<file path="src/rtl/core/gdfs_pkg.sv">
package gdfs_pkg;

   localparam int MAX_VERTICES_DEFAULT = 64;
   localparam int MAX_ARCS_DEFAULT     = 1024;
   localparam int VCOUNT_W             = 7;
   localparam int VERTEX_W             = 6;
   localparam int MODE_W               = 2;
   localparam int QUEUE_DEPTH          = 2;

   typedef enum logic [1:0] {
      MODE_CLEAR  = 2'd0,
      MODE_INSERT = 2'd1,
      MODE_SEARCH = 2'd2,
      MODE_NONE   = 2'd3
   } mode_type;

   // Classified command handed from front to back
   typedef struct packed {
      mode_type               op;
      logic [VERTEX_W-1:0]    src;
      logic [VERTEX_W-1:0]    dst;
   } cmd_type;

endpackage

</file>
<file path="src/rtl/core/gdfs_front.sv">
module gdfs_front (
   input  logic                    clock,
   input  logic                    reset,
   input  logic                    req_tvalid,
   output logic                    req_tready,
   input  logic [15:0]             req_tdata,
   output logic                    cmd_valid,
   input  logic                    cmd_ready,
   output gdfs_pkg::cmd_type       cmd
);

   localparam int QD = gdfs_pkg::QUEUE_DEPTH;
   localparam int QW = $clog2(QD);

   gdfs_pkg::cmd_type   queue_ff [QD];
   logic [QW-1:0]       wr_ptr_ff, wr_ptr_in, rd_ptr_ff, rd_ptr_in;
   logic [QW:0]         fill_ff, fill_in;
   gdfs_pkg::cmd_type   incoming;
   logic                push, pop;

   // Classify the beat; drop unused mode at the door
   always_comb begin
      incoming.op  = gdfs_pkg::mode_type'(req_tdata[1:0]);
      incoming.src = req_tdata[7:2];
      incoming.dst = req_tdata[13:8];
   end

   assign req_tready = (fill_ff != (QW+1)'(QD));
   assign push       = req_tvalid && req_tready && (incoming.op != gdfs_pkg::MODE_NONE);
   assign cmd_valid  = (fill_ff != '0);
   assign pop        = cmd_valid && cmd_ready;
   assign cmd        = queue_ff[rd_ptr_ff];

   always_comb begin
      wr_ptr_in = push ? QW'((32'(wr_ptr_ff) + 1) % QD) : wr_ptr_ff;
      rd_ptr_in = pop  ? QW'((32'(rd_ptr_ff) + 1) % QD) : rd_ptr_ff;
      fill_in   = fill_ff + (QW+1)'(push) - (QW+1)'(pop);
   end

   always_ff @(posedge clock) begin
      if (reset) begin
         wr_ptr_ff <= '0;
         rd_ptr_ff <= '0;
         fill_ff   <= '0;
      end else begin
         wr_ptr_ff <= wr_ptr_in;
         rd_ptr_ff <= rd_ptr_in;
         fill_ff   <= fill_in;
      end
      if (push) begin
         queue_ff[wr_ptr_ff] <= incoming;
      end
   end

endmodule

</file>
<file path="config.mk">
export PLATFORM = sky130hd
export DESIGN_NAME = gdfs_front
export DESIGN_NICKNAME = d
export VERILOG_FILES = /design/src/rtl/core/gdfs_pkg.sv /design/src/rtl/core/gdfs_front.sv
export SDC_FILE = /design/constraint.sdc
export NUM_CORES = 1
export LEC_CHECK = 0
export BUFFER_PORTS_ARGS = -buffer_cell sky130_fd_sc_hd__clkbuf_2
export CORE_ASPECT_RATIO = 0.7
export CORE_MARGIN = 3
export CORE_UTILIZATION = 35
export DETAILED_ROUTE_END_ITERATION = 7
export SETUP_SLACK_MARGIN = 0.02
export SKIP_LAST_GASP = 1
export SYNTH_ARGS = -nofsm -noshare
export SYNTH_HDL_FRONTEND = slang
export SYNTH_SLANG_ARGS = --single-unit
</file>
<file path="constraint.sdc">
create_clock -name clock -period 1.5 [get_ports clock]
set_input_delay 0.225 -clock clock [delete_from_list [all_inputs] [get_ports clock]]
set_output_delay 0.225 -clock clock [all_outputs]
set_load 0.05 [all_outputs]
</file>
* Yosys cells after proc, flatten, opt, wreduce, memory -nomap -nowiden
Memories as Yosys holds them, arrays and structs flattened. A register that Yosys moved wholly into a read port is not among the register bits.
Index checks and enable logic that the tools add are counted.
** Storage, ports and cells
- Word-level logic and storage cells :: 18
- Register bits after elaboration :: 4
- Input port bits :: 20
- RAM bits :: 28
- Memories :: 1
** Cells by class
- Mux-type cells :: 4
- Equal/unequal tests :: 2
- Reductions and logical operators :: 4
- $add $sub $neg :: 4
** Memory list
- queue_ff :: words 2, width 14, read ports 1, clocked after Yosys merged registers in 1, wr ports 1, RTL line gdfs_front.sv:15 : gdfs_pkg::cmd_type queue_ff [QD];
** Operators with widths (count)
- two-way mux 1 bit :: 4
- inequality test 2 bit (second input constant) :: 2
- logical AND 1 bit :: 3
- adder 1 bit (second input constant) :: 2
- adder 2 x 1 -> 2 bit :: 1
- nonzero test 2 bit :: 1
- subtractor 2 x 1 -> 2 bit :: 1

* Longest topological paths before layout
- Depth in word-level cells :: 5
- Mapped depth :: 7

* Least setup slack after synthesis
No wires, ideal clock.
- Kind :: reg2reg
- From :: register fill_ff[0]
- To :: memory queue_ff[0][0] (netlist name), enable pin
- Arrival :: 1660 ps
- Setup slack :: -545 ps
- Required time :: 1116 ps
- Stages on the path, launching flop included :: 4
- Library setup time :: 384 ps
- Buffers on the path :: 0
- Period minus slack after synthesis :: 2045 ps
- Cell sequence :: dfxtp_1 -> nand2b_1 -> nand2_1 -> nor2_1
** On the way
- Word-level cells in the longest chain between the ends :: 5
** Ends and longest elaborated chain
- from (decl) :: RTL line gdfs_front.sv:17 : logic [QW:0] fill_ff, fill_in;
- from (signal assigned) :: RTL line gdfs_front.sv:48 : fill_ff <= fill_in;
- inequality test 2 bit :: RTL line gdfs_front.sv:28 : assign req_tready = (fill_ff != (QW+1)'(QD));
- net req_tready :: RTL line gdfs_front.sv:5 : output logic req_tready,
- logical AND 1 bit (2 in series) :: RTL line gdfs_front.sv:29 : assign push = req_tvalid && req_tready && (incoming.op != gdfs_pkg::MODE_NONE);
- two-way mux 1 bit :: RTL line gdfs_front.sv:50 : if (push) begin
- two-way mux 1 bit (implied by the code) :: RTL line gdfs_front.sv:51 : queue_ff[wr_ptr_ff] <= incoming;
- to (decl) :: RTL line gdfs_front.sv:15
The timed path passes the listed nets, and every way through them passes these cells.

==> out/qor.tcl <==
set qor(outcome) {finished, final reports clean}
set qor(maximum_number_of_pins_on_one_net_before_global_route_repair) 15
set qor(synth_seq_area_share) 0.734
set qor(top_level_ports) 36
set qor(cts.sinks) 33
set qor(layout-area-overhead-vs-synth_pct) 46.1
set qor(cts.repair_timing.setup_buffer_count) 0
set qor(numPortBuffers) 33
set qor(grt_pass1_wl_um) 3400
set qor(drv_cap) 0
set qor(place.detailed.hpwl_um) 1490
set qor(antenna_found_initial) 0
set qor(firstDrtPassIters) 4
set qor(finalHoldViolCount) 0
set qor(floorplan.die_area_um2) 4430
set qor(die_x_um) 78.3
set qor(post_synth_main_area_contributors) {sky130_fd_sc_hd__edfxtp_1 (66%), sky130_fd_sc_hd__mux2_1 (12%), sky130_fd_sc_hd__dfxtp_1 (7.8%)}
set qor(synth-async-reset-ratio) 0
set qor(crit_path_end_kind) {output pin}
set qor(viasPerCell) 4.49
set qor(synth.distinct_cells) 21
set qor(setup_viol_count_final) 0
set qor(final_max_slew_viol_count) 0
set qor(setup_repair_after_global_routing_missed_its_margin) {true}
set qor(gr-usage-all-layers) 0.104
set qor(drive_above_1_share) 0.555
set qor(syn-cell-area_um2) 1280
set qor(synth_area_per_cell_um2) 17.3
set qor(holdCritPathClass) {in -> reg}
set qor(synth_enable_flop_cells) 28
set qor(gr-total-overflow) 0
set qor(clk_root_buffer_cell) {sky130_fd_sc_hd__clkbuf_8}
set qor(ys_warn_count) 0
set qor(postSynthNetCount) 95
set qor(reg2reg_depth) 6
set qor(holdPathStages) 1
set qor(clock_latency_ns) 0.28
set qor(setup_tns_final_ns) 0
set qor(dominantRegCellSynth) {sky130_fd_sc_hd__edfxtp_1}
set qor(post-synth-top-area-fraction) 0.656
set qor(period_share) 0.984
set qor(power_density_nw_per_um2) 1590
set qor(ir_worst_vdd_mv) 0.818
set qor(worstReg2RegStart) {fill_ff[1]}
set qor(postRouteWirelength_um) 2220
set qor(crit_top_cell) {sky130_fd_sc_hd__buf_8}
set qor(finalCoreUtilization) 0.564
set qor(startpoint_type_of_the_worst_setup_path) {register}
set qor(worstMarginPinSlew_ns) 0.370
set qor(drt-wirelength-per-cell_um) 13.3
set qor(final_setup_skew_ns) 0.00724
set qor(first_global_vias) 773
set qor(numCtsBuffers) 5
set qor(holdBufCountCts) 0
set qor(starting_density) 0.386
set qor(ys_ff_latch) 33
set qor(post-route-min-period_ns) 1.48
set qor(slew_headroom) 0.753
set qor(static_leakage_power_nw) 0.754
set qor(ant_nets_after_route) 0
set qor(achievable-frequency_mhz) 678
set qor(dr_total_vias) 745
set qor(design.final.nets) 140
set qor(cts_tree) {done}
set qor(timing_worst_setup_path_type) {reg -> out}
set qor(critical_path.reg2reg.endpoint) {fill_ff[1]}
set qor(yosys.area.top_type) {sky130_fd_sc_hd__edfxtp_1}
set qor(drt_iter0_drc) 16
set qor(cp_slowest_cell) {sky130_fd_sc_hd__dfxtp_2}
set qor(critical-path-max-stage-delay_ns) 0.36
set qor(final_wtd_congestion) 0.651
set qor(worstPathMaxFanout) 7
set qor(cp_data_arrival_time_ns) 1.25
set qor(syn-instance-count) 74
set qor(worst-r2r-setup-slack_ns) 0.12
set qor(path_cells) {buf_8, mux2_4, buf_8}
set qor(h-tree-depth) 2
set qor(clk_transition_reported_paths_ns) 0.06
set qor(core-area_um2) 3320
set qor(insertedDiodeCount) 0
set qor(placementRows) 17
set qor(timing.hold.worst.start) {req_tdata[8]}
set qor(drc_errors) 0
set qor(hold_path_end) {queue_ff[0][0]}
set qor(required_ns) 1.27
set qor(die_height_um) 56.6
set qor(cts_max_path_buffers) 2
==> worst max-delay path by stage <==
| stage | from | to |
|---|---|---|
| floorplan | fill_ff[1] | fill_ff[1] |
| CTS | register | cmd[5] |
| finish | register | cmd[13] |
| detailed placement | req_tvalid | fill_ff[1] |
| global placement | req_tvalid | fill_ff[1] |
| global route | register | cmd[4] |
==> power breakdown <==
group | internal [mW] | switching [mW] | leakage [nW]
clock network | 0.312 | 0.283 | 0.0387
registers | 1.11 | 0.0600 | 0.302
logic | 0.566 | 0.643 | 0.414
total | 1.99 | 0.986 | 0.754
==> cells in the mapped netlist, types with 2 or more instances <==
master                      n
sky130_fd_sc_hd__a21oi_1    2
sky130_fd_sc_hd__nor2_1     6
sky130_fd_sc_hd__mux2_1    14
sky130_fd_sc_hd__xor2_1     2
sky130_fd_sc_hd__nand2_1    3
sky130_fd_sc_hd__dfxtp_1    5
sky130_fd_sc_hd__edfxtp_1  28
==> per-stage QoR <==
stage | cell area [um^2] | setup slack [ns] | hold WS [ns] | instances | power, mW
2_1_floorplan | 1300 | 0.0388 | 0.297 | 74 | 1.82
3_3_place_gp | 1570 | -0.0490 | 0.413 | 159 | 2.04
3_5_place_dp | 1570 | -0.0765 | 0.420 | 159 | 2.05
4_1_cts | 1800 | -0.0114 | 0.131 | 166 | 2.86
5_1_grt | 1870 | -0.0249 | 0.129 | 166 | 3.11
6_report | 1870 | 0.0242 | 0.139 | 166 | 2.98
==> registers in the layout, summed over array words and instances, names as in the netlist, named ones only <==
| register | cells |
|---|---|
| rd_ptr_ff | 1 |
| fill_ff | 2 |
| wr_ptr_ff | 1 |
| queue_ff | 28 |
==> layer usage <==
| metal | track usage | share of wire | vias to the layer above |
|---|---|---|---|
| met5 | 0 | 0 | - |
| met4 | 0.0524 | 0.012 | 0 |
| met3 | 0.0529 | 0.067 | 5 |
| met2 | 0.170 | 0.52 | 21 |
| met1 | 0.112 | 0.40 | 354 |
| li1 | - | - | 365 |
==> placed cells by master, fill, tap and decap left out, types with 2 or more instances in the layout <==
cell type	n
sky130_fd_sc_hd__edfxtp_1	28
sky130_fd_sc_hd__xor2_1	2
sky130_fd_sc_hd__buf_8	16
sky130_fd_sc_hd__a21oi_1	2
sky130_fd_sc_hd__clkbuf_8	6
sky130_fd_sc_hd__dfxtp_1	3
sky130_fd_sc_hd__nand2_1	3
sky130_fd_sc_hd__nor2_1	5
sky130_fd_sc_hd__clkbuf_2	18
sky130_fd_sc_hd__mux2_4	15
sky130_fd_sc_hd__buf_4	3
==> repair_timing <==
item | 4_1_cts | 5_1_grt
hold endpoints to repair | 0 | 0
endpoints found under the setup margin | 16 | 15
gates resized for setup | 38 | 39
==> critical path, delay by kind of cell, from the launching register on <==
kind / cells / cell delay, ns
buffers and inverters: 2 / 0.30
multiplexers: 1 / 0.32
flip-flops: 1 / 0.36
==> final cells by class <==
class | instances | area (um^2)
flip-flops and latches | 33 | 946
repair buffers | 39 | 387
fillers | 301 | 1450
multi-input cells | 40 | 404
clock inverters | 1 | 3.75
clock buffers | 6 | 72.6
well taps | 47 | 58.8
==> cell families (layout without fill, tap and decap cells) <==
kind of cell             Yosys count  count (layout)  synth area share
AO/OA/AOI/OAI                      5               5            0.0322
XOR/XNOR                           2               2            0.0137
adder cells (fa/ha/maj)            1               1           0.00976
buffers and inverters              1              46           0.00390
flip-flops                        33              33             0.734
AND/OR/NAND/NOR                   17              17            0.0713
multiplexers                      15              15             0.135
Note: power is estimated with default switching activity, not from simulation.
